`config.mk`:
```
export PLATFORM = sky130hd
export DESIGN_NAME = packbits_run_length_decoder_unit
export DESIGN_NICKNAME = d
export VERILOG_FILES = /design/src/design/pbrle_pkg.sv /design/src/design/pbrle_front.sv /design/src/design/pbrle_queue.sv /design/src/design/pbrle_back.sv /design/src/design/packbits_run_length_decoder_unit.sv
export SDC_FILE = /design/constraint.sdc
export NUM_CORES = 1
export LEC_CHECK = 0
export ABC_AREA = 1
export BUFFER_PORTS_ARGS = -buffer_cell sky130_fd_sc_hd__buf_2
export CELL_PAD_IN_SITES_DETAIL_PLACEMENT = 2
export CELL_PAD_IN_SITES_GLOBAL_PLACEMENT = 2
export CORE_ASPECT_RATIO = 0.8
export CORE_UTILIZATION = 30
export DETAILED_ROUTE_END_ITERATION = 8
export PLACE_DENSITY = 0.75
export SYNTH_ARGS = -nofsm -noshare
export SYNTH_HDL_FRONTEND = slang
export SYNTH_HIERARCHICAL = 1
export SYNTH_SLANG_ARGS = --single-unit
```
`constraint.sdc`:
```
create_clock -name clk -period 17.5 [get_ports clk]
set_clock_uncertainty 0.15 [all_clocks]
set_input_delay 1.75 -clock clk [delete_from_list [all_inputs] [get_ports clk]]
set_output_delay 1.75 -clock clk [all_outputs]
set_load 0.01 [all_outputs]
```
`src/design/pbrle_pkg.sv`:
```
package pbrle_pkg;

    localparam logic [15:0] BUFFER_LIMIT = 16'd28800;  // 1440*20

    localparam logic [1:0] MODE_HEADER  = 2'd0;
    localparam logic [1:0] MODE_REPEAT  = 2'd1;
    localparam logic [1:0] MODE_LITERAL = 2'd2;

    localparam logic [1:0] STATUS_OK       = 2'd0;
    localparam logic [1:0] STATUS_OVERFLOW = 2'd1;
    localparam logic [1:0] STATUS_TRUNC    = 2'd2;

    localparam logic KIND_RUN     = 1'b0;
    localparam logic KIND_SUMMARY = 1'b1;

    localparam int QUEUE_DEPTH = 4;
    localparam int QPTR_W      = $clog2(QUEUE_DEPTH);
    localparam int QCNT_W      = $clog2(QUEUE_DEPTH + 1);

    localparam int PADDR_W = 3;
    localparam logic REG_MAX_OUTPUT = 1'b0;

    // Everything one item causes: an optional run and an optional summary.
    typedef struct packed {
        logic        has_run;
        logic        has_sum;
        logic [7:0]  value;
        logic [7:0]  run_length;
        logic [15:0] total_count;
        logic [1:0]  status;
    } entry_t;

endpackage

```
`src/design/pbrle_front.sv`:
```
module pbrle_front (
    input  logic                clk,
    input  logic                rst_n,
    input  logic                in_valid,
    output logic                in_stall,
    input  logic [7:0]          data_byte,
    input  logic                last_byte,
    input  logic [15:0]         max_output,
    input  logic                q_full,
    output logic                push,
    output pbrle_pkg::entry_t   entry
);
    import pbrle_pkg::*;

    logic [1:0]  mode_reg, mode_next;
    logic [7:0]  literal_left_reg, literal_left_next;
    logic [7:0]  repeat_total_reg, repeat_total_next;
    logic [15:0] out_count_reg, out_count_next;
    logic        stopped_reg, stopped_next;

    logic        accept;
    logic [15:0] lim;
    logic        stop0;
    logic [7:0]  want;
    logic [15:0] room;
    logic [7:0]  run_len;
    logic [15:0] count1;
    logic        stop1;
    logic        emit;
    logic [7:0]  lit_dec;

    assign in_stall = q_full;
    assign accept   = in_valid && !q_full;
    assign lim      = (max_output > BUFFER_LIMIT) ? BUFFER_LIMIT : max_output;
    assign stop0    = stopped_reg || (out_count_reg >= lim);
    assign emit     = !stop0 && (mode_reg == MODE_REPEAT || mode_reg == MODE_LITERAL);
    assign want     = (mode_reg == MODE_REPEAT) ? repeat_total_reg : 8'd1;
    assign room     = lim - out_count_reg;
    assign run_len  = (room < {8'd0, want}) ? room[7:0] : want;
    assign count1   = emit ? out_count_reg + {8'd0, run_len} : out_count_reg;
    assign stop1    = stop0 || (count1 >= lim);
    assign lit_dec  = (literal_left_reg != 8'd0) ? literal_left_reg - 8'd1 : 8'd0;

    always_comb
    begin
        mode_next         = mode_reg;
        literal_left_next = literal_left_reg;
        repeat_total_next = repeat_total_reg;
        if (!stop0)
        begin
            unique case (mode_reg)
                MODE_REPEAT:
                begin
                    repeat_total_next = 8'd0;
                    mode_next         = MODE_HEADER;
                end
                MODE_LITERAL:
                begin
                    literal_left_next = lit_dec;
                    if (lit_dec == 8'd0)
                    begin
                        mode_next = MODE_HEADER;
                    end
                end
                default:
                begin
                    if (data_byte[7])
                    begin
                        repeat_total_next = 8'(9'd257 - {1'b0, data_byte});
                        mode_next         = MODE_REPEAT;
                    end
                    else
                    begin
                        literal_left_next = data_byte + 8'd1;
                        mode_next         = MODE_LITERAL;
                    end
                end
            endcase
        end
    end

    always_comb
    begin
        entry.has_run     = emit;
        entry.has_sum     = last_byte;
        entry.value       = data_byte;
        entry.run_length  = run_len;
        entry.total_count = count1;
        if (stop1)
        begin
            entry.status = STATUS_OVERFLOW;
        end
        else if (mode_next == MODE_REPEAT || mode_next == MODE_LITERAL)
        begin
            entry.status = STATUS_TRUNC;
        end
        else
        begin
            entry.status = STATUS_OK;
        end
    end

    assign push         = accept && (emit || last_byte);
    assign out_count_next = count1;
    assign stopped_next   = stop1;

    always_ff @(posedge clk or negedge rst_n)
    begin
        if (!rst_n)
        begin
            mode_reg         <= MODE_HEADER;
            literal_left_reg <= 8'd0;
            repeat_total_reg <= 8'd0;
            out_count_reg    <= 16'd0;
            stopped_reg      <= 1'b0;
        end
        else if (accept)
        begin
            if (last_byte)
            begin
                mode_reg         <= MODE_HEADER;
                literal_left_reg <= 8'd0;
                repeat_total_reg <= 8'd0;
                out_count_reg    <= 16'd0;
                stopped_reg      <= 1'b0;
            end
            else
            begin
                mode_reg         <= mode_next;
                literal_left_reg <= literal_left_next;
                repeat_total_reg <= repeat_total_next;
                out_count_reg    <= out_count_next;
                stopped_reg      <= stopped_next;
            end
        end
    end

endmodule

```
`src/design/pbrle_queue.sv`:
```
module pbrle_queue (
    input  logic               clk,
    input  logic               rst_n,
    input  logic               push,
    input  pbrle_pkg::entry_t  push_entry,
    output logic               full,
    input  logic               pop,
    output logic               not_empty,
    output pbrle_pkg::entry_t  head
);
    import pbrle_pkg::*;

    entry_t              mem_reg [QUEUE_DEPTH];
    logic [QPTR_W-1:0]   wr_ptr_reg;
    logic [QPTR_W-1:0]   rd_ptr_reg;
    logic [QCNT_W-1:0]   count_reg;
    logic                do_push;
    logic                do_pop;

    assign full      = (count_reg == QCNT_W'(QUEUE_DEPTH));
    assign not_empty = (count_reg != '0);
    assign head      = mem_reg[rd_ptr_reg];
    assign do_push   = push && !full;
    assign do_pop    = pop && not_empty;

    always_ff @(posedge clk)
    begin
        if (do_push)
        begin
            mem_reg[wr_ptr_reg] <= push_entry;
        end
    end

    always_ff @(posedge clk or negedge rst_n)
    begin
        if (!rst_n)
        begin
            wr_ptr_reg <= '0;
            rd_ptr_reg <= '0;
            count_reg  <= '0;
        end
        else
        begin
            if (do_push)
            begin
                wr_ptr_reg <= wr_ptr_reg + QPTR_W'(1);
            end
            if (do_pop)
            begin
                rd_ptr_reg <= rd_ptr_reg + QPTR_W'(1);
            end
            if (do_push && !do_pop)
            begin
                count_reg <= count_reg + QCNT_W'(1);
            end
            else if (do_pop && !do_push)
            begin
                count_reg <= count_reg - QCNT_W'(1);
            end
        end
    end

endmodule

```
`src/design/pbrle_back.sv`:
```
module pbrle_back (
    input  logic               clk,
    input  logic               rst_n,
    input  logic               q_not_empty,
    input  pbrle_pkg::entry_t  q_head,
    output logic               q_pop,
    output logic               out_valid,
    input  logic               out_stall,
    output logic               kind,
    output logic [7:0]         value,
    output logic [7:0]         run_length,
    output logic [15:0]        total_count,
    output logic [1:0]         status,
    output logic               last_result
);
    import pbrle_pkg::*;

    logic        out_valid_reg;
    logic        kind_reg;
    logic [7:0]  value_reg;
    logic [7:0]  run_length_reg;
    logic [15:0] total_count_reg;
    logic [1:0]  status_reg;
    logic        last_result_reg;

    // summary held back behind a run of the same item
    logic        sum_pend_reg;
    logic [15:0] sum_total_reg;
    logic [1:0]  sum_status_reg;

    logic        load;

    assign load  = !out_valid_reg || !out_stall;
    assign q_pop = load && !sum_pend_reg && q_not_empty;

    always_ff @(posedge clk or negedge rst_n)
    begin
        if (!rst_n)
        begin
            out_valid_reg <= 1'b0;
            sum_pend_reg  <= 1'b0;
        end
        else if (load)
        begin
            if (sum_pend_reg)
            begin
                out_valid_reg <= 1'b1;
                sum_pend_reg  <= 1'b0;
            end
            else if (q_not_empty)
            begin
                out_valid_reg <= 1'b1;
                sum_pend_reg  <= q_head.has_run && q_head.has_sum;
            end
            else
            begin
                out_valid_reg <= 1'b0;
            end
        end
    end

    always_ff @(posedge clk)
    begin
        if (load)
        begin
            if (sum_pend_reg)
            begin
                kind_reg        <= KIND_SUMMARY;
                value_reg       <= 8'd0;
                run_length_reg  <= 8'd0;
                total_count_reg <= sum_total_reg;
                status_reg      <= sum_status_reg;
                last_result_reg <= 1'b1;
            end
            else if (q_not_empty)
            begin
                sum_total_reg  <= q_head.total_count;
                sum_status_reg <= q_head.status;
                if (q_head.has_run)
                begin
                    kind_reg        <= KIND_RUN;
                    value_reg       <= q_head.value;
                    run_length_reg  <= q_head.run_length;
                    total_count_reg <= q_head.total_count;
                    status_reg      <= STATUS_OK;
                    last_result_reg <= !q_head.has_sum;
                end
                else
                begin
                    kind_reg        <= KIND_SUMMARY;
                    value_reg       <= 8'd0;
                    run_length_reg  <= 8'd0;
                    total_count_reg <= q_head.total_count;
                    status_reg      <= q_head.status;
                    last_result_reg <= 1'b1;
                end
            end
        end
    end

    assign out_valid   = out_valid_reg;
    assign kind        = kind_reg;
    assign value       = value_reg;
    assign run_length  = run_length_reg;
    assign total_count = total_count_reg;
    assign status      = status_reg;
    assign last_result = last_result_reg;

endmodule

```
`src/design/packbits_run_length_decoder_unit.sv`:
```
// Channel  Direction  Handshake            Payload
// in       input      in_valid/in_stall    data_byte, last_byte
// out      output     out_valid/out_stall  kind, value, run_length, total_count,
//                                          status, last_result
// cfg      input      APB psel/penable     max_output at byte address 0
//
// One compressed byte accepted per cycle while the 4-entry item queue has room.
// Each result leaves through a registered output stage, one per cycle while
// out_stall is low; a byte that yields a run and a summary holds the output
// stage for the run, then the summary. Each item is queued before that stage.
// rst_n clears decoder state, queue pointers and output valid; max_output resets
// to 28800. in_stall is high only while the queue is full.
module packbits_run_length_decoder_unit (
    input  logic                          clk,
    input  logic                          rst_n,
    input  logic                          in_valid,
    output logic                          in_stall,
    input  logic [7:0]                    data_byte,
    input  logic                          last_byte,
    output logic                          out_valid,
    input  logic                          out_stall,
    output logic                          kind,
    output logic [7:0]                    value,
    output logic [7:0]                    run_length,
    output logic [15:0]                   total_count,
    output logic [1:0]                    status,
    output logic                          last_result,
    input  logic                          psel,
    input  logic                          penable,
    input  logic                          pwrite,
    input  logic [pbrle_pkg::PADDR_W-1:0] paddr,
    input  logic [31:0]                   pwdata,
    output logic [31:0]                   prdata,
    output logic                          pready
);
    import pbrle_pkg::*;

    logic [15:0] max_output_reg;
    logic        cfg_wr;
    logic        push;
    entry_t      push_entry;
    logic        q_full;
    logic        q_pop;
    logic        q_not_empty;
    entry_t      q_head;

    assign pready = 1'b1;
    assign cfg_wr = psel && penable && pwrite && (paddr[2] == REG_MAX_OUTPUT);
    assign prdata = (paddr[2] == REG_MAX_OUTPUT) ? {16'd0, max_output_reg} : 32'd0;

    always_ff @(posedge clk or negedge rst_n)
    begin
        if (!rst_n)
        begin
            max_output_reg <= BUFFER_LIMIT;
        end
        else if (cfg_wr)
        begin
            max_output_reg <= pwdata[15:0];
        end
    end

    pbrle_front u_front (
        .clk        (clk),
        .rst_n      (rst_n),
        .in_valid   (in_valid),
        .in_stall   (in_stall),
        .data_byte  (data_byte),
        .last_byte  (last_byte),
        .max_output (max_output_reg),
        .q_full     (q_full),
        .push       (push),
        .entry      (push_entry)
    );

    pbrle_queue u_queue (
        .clk        (clk),
        .rst_n      (rst_n),
        .push       (push),
        .push_entry (push_entry),
        .full       (q_full),
        .pop        (q_pop),
        .not_empty  (q_not_empty),
        .head       (q_head)
    );

    pbrle_back u_back (
        .clk         (clk),
        .rst_n       (rst_n),
        .q_not_empty (q_not_empty),
        .q_head      (q_head),
        .q_pop       (q_pop),
        .out_valid   (out_valid),
        .out_stall   (out_stall),
        .kind        (kind),
        .value       (value),
        .run_length  (run_length),
        .total_count (total_count),
        .status      (status),
        .last_result (last_result)
    );

endmodule
```
==> qor.yml <==
yosys:
  yosys-top-cells-area: "edfxtp_1 (43%), dfrtp_1 (10%), nand2_1 (8.9%)"
  synthTopCellsByCount: "nand2_1 (325), inv_1 (246), edfxtp_1 (198)"
  synth_cell_types: 58
  synth.avg_cell_area_sq_um: 9.65
  ys_seq_elements: 258
  synthArstFlopShare_pct: 23.3
  synth_flop_cell: "edfxtp_1"
  netlist_area_sq_um: 13800
  synth-edff-count: 198
  yosysSeqAreaShare_pct: 54.1
  syn_inst: 1429
  ys_warn_count: 6
  synth_most_common_cell: "nand2_1"
  synth_top_area_share_pct: 43.1
  yosysTopAreaCell: "edfxtp_1"
final_layout:
  largest_register_ffs: 144
  num-nets-final: 1605
  post-route-cell-area_sq_um: 15500
  area_delta_synth_final_pct: 12.6
  fillers: 4972
  layout-drive-gt1-share_pct: 14.3
  stdcell_count: 2125
routing:
  drc: 0
  ant_nets: 0
  vias: 9913
  drt_first_iter_violations: 477
  viasPerCell: 4.66
  drt_first_pass_iters: 4
  totalWireLength_mm: 37.9
  avgRoutedWirePerCell_um: 17.9
timing:
  final.min_clock_period_ns: 8.31
  rsz0062_at_grt: "no"
  fmax_ghz: 0.120
  slew_viol_final: 0
  fin_ws_ns: 9.19
  setup_violations: 0
  slew_headroom_pct: 18.8
  finalCritPeriodShare_pct: 47.5
  hold_viol: 0
  worst_slew_pin_slew_ns: 1.22
  setup_tns_ns: 0
critical_path:
  critPathArrivalTime_ns: 8.47
  crit_type: "register to register"
  crit_path_start_kind: "register"
  crit_cells: 43
  path_buf_inv: 4
  cp_max_fo: 16
  slowest_delay_ns: 0.56
  cp_slowest_cell: "dfstp_2"
  rr_worst_depth: 43
  reg2reg_slack_ns: 9.19
  crit_family: "simple AND/OR/NAND/NOR gates"
  worstSetupEndpointType: "register"
  critPathRequiredTime_ns: 17.66
power_and_ir_drop:
  p_leak_nw: 6.99
  vdd_ir_drop_max_mv: 0.0823
  p_total_mw: 2.56
  power_density_nw_per_um2: 165
clock_tree:
  clk_path_buf_depth: 3
  htreeDepth: 1
  cts_sinks: 258
  cts_made_buffers: 30
  post_cts_buffers: 0
  cts_tree: "built"
  cts_resized: 0
  path_clk_slew_ns: 0.06
  root_buffer: "clkbuf_16"
  hold_buffers: 0
  worstSkewPairLatency_ns: 0.59
worst_hold_path:
  holdPathStages: 2
  worstHoldPathType: "register to register"
flow_run:
  maxCapViolCount: 0
floorplanning:
  core_sq_um: 44900
  num_rows: 69
  die_area_sq_um: 46800
  die_h_um: 194
  start_util_pct: 30.7
  dieWidth_um: 242
  io_pins: 122
place:
  dpl-instance-area_sq_um: 14500
  dp_slack_ns: 9.21
  io_buffers: 86
  dpl.hpwl_mm: 27.1
  gp_congestion: 0.769
  placed_cells: 2069
status:
  status: "finished clean"
global_routing:
  overflow: 0
  grt_pass1_vias: 10900
  grtUsageTotal_pct: 16.2
  antenna_found_initial: 1
  grt_first_pass_wirelength_mm: 60.6
  grt_max_degree: 125
==> cells in the final DEF, fill, tap and decap left out, types with 6 or more instances in the layout <==
cell type / n
nand4_1: 11
buf_4: 9
o211ai_1: 74
nand2_1: 325
clkbuf_16: 30
o21ai_2: 8
nand2_4: 6
a21oi_1: 34
nand3_1: 58
nor2_1: 84
edfxtp_1: 198
o22ai_1: 10
o21ai_0: 50
clkbuf_1: 6
buf_2: 86
conb_1: 19
nor3_1: 10
o2111ai_1: 7
clkinv_1: 8
ha_1: 54
inv_2: 6
nor2_2: 8
nand2_2: 21
dfrtp_1: 55
inv_1: 246
xor2_1: 27
==> cell families after synthesis <==
group	after synthesis	share of synthesized area, %
DFF	258	54.1
adders and majority gates	56	5.19
xor gates and xnor gates	32	2.09
AOI/OAI and AO/OA	209	10.0
other	4	0.109
and+or+nand+nor	541	17.2
buffers and inverters	328	11.3
muxes	1	0.0817
==> through the flow <==
stage               hold slack (ns)  util (%)
finish                        0.339      34.6
global route                  0.356      34.6
CTS                           0.346      34.6
detailed placement            0.337      32.4
global placement              0.321      32.4
floorplan                     0.307         -
==> worst paths after layout <==
check                                               startpoint                           endpoint
worst max-delay path             max_output_reg[7]$_DFFE_PN1P_    u_queue/mem_reg[2][1]$_DFFE_PP_
worst min-delay path            max_output_reg[14]$_DFFE_PN1P_     max_output_reg[14]$_DFFE_PN1P_
worst max register to register   max_output_reg[7]$_DFFE_PN1P_    u_queue/mem_reg[2][1]$_DFFE_PP_
worst min register to register  max_output_reg[14]$_DFFE_PN1P_     max_output_reg[14]$_DFFE_PN1P_
max in group asynchronous                                rst_n  u_queue/rd_ptr_reg[1]$_DFFE_PN0P_
min in group asynchronous                                rst_n     max_output_reg[11]$_DFFE_PN0P_
==> routing by layer <==
metal  up-vias  wire length, um  GRT usage (%)
li1       4796                -              -
met1      4938            18300           22.2
met2       137            17600           27.1
met3        42             1350           2.44
met4         0              691           3.54
met5         -                0              0
==> area by class of cell <==
| cell class | instances | area [sq um] | share of cell area, % |
|---|---|---|---|
| clock inverter | 18 | 195 | 1.26 |
| sequential | 258 | 7450 | 48.0 |
| antenna | 1 | 2.50 | 0.0161 |
| inverter | 255 | 958 | 6.18 |
| clock buffer | 37 | 787 | 5.07 |
| multi-input combinational | 858 | 4870 | 31.4 |
| timing repair buffer | 95 | 498 | 3.21 |
| tap | 603 | 754 | 4.86 |
==> tightest hold or removal path: stages, from the launching register on <==
cell	delay, ns
dfstp_2	0.38
nand2_1	0.06
nand2_1	0.04
==> report_power, final <==
| part | switching (mW) | internal [mW] |
|---|---|---|
| Combinational | 0.682 | 0.296 |
| Sequential | 0.0821 | 0.875 |
| Clock | 0.262 | 0.364 |
(Power assumes the default switching activity.)
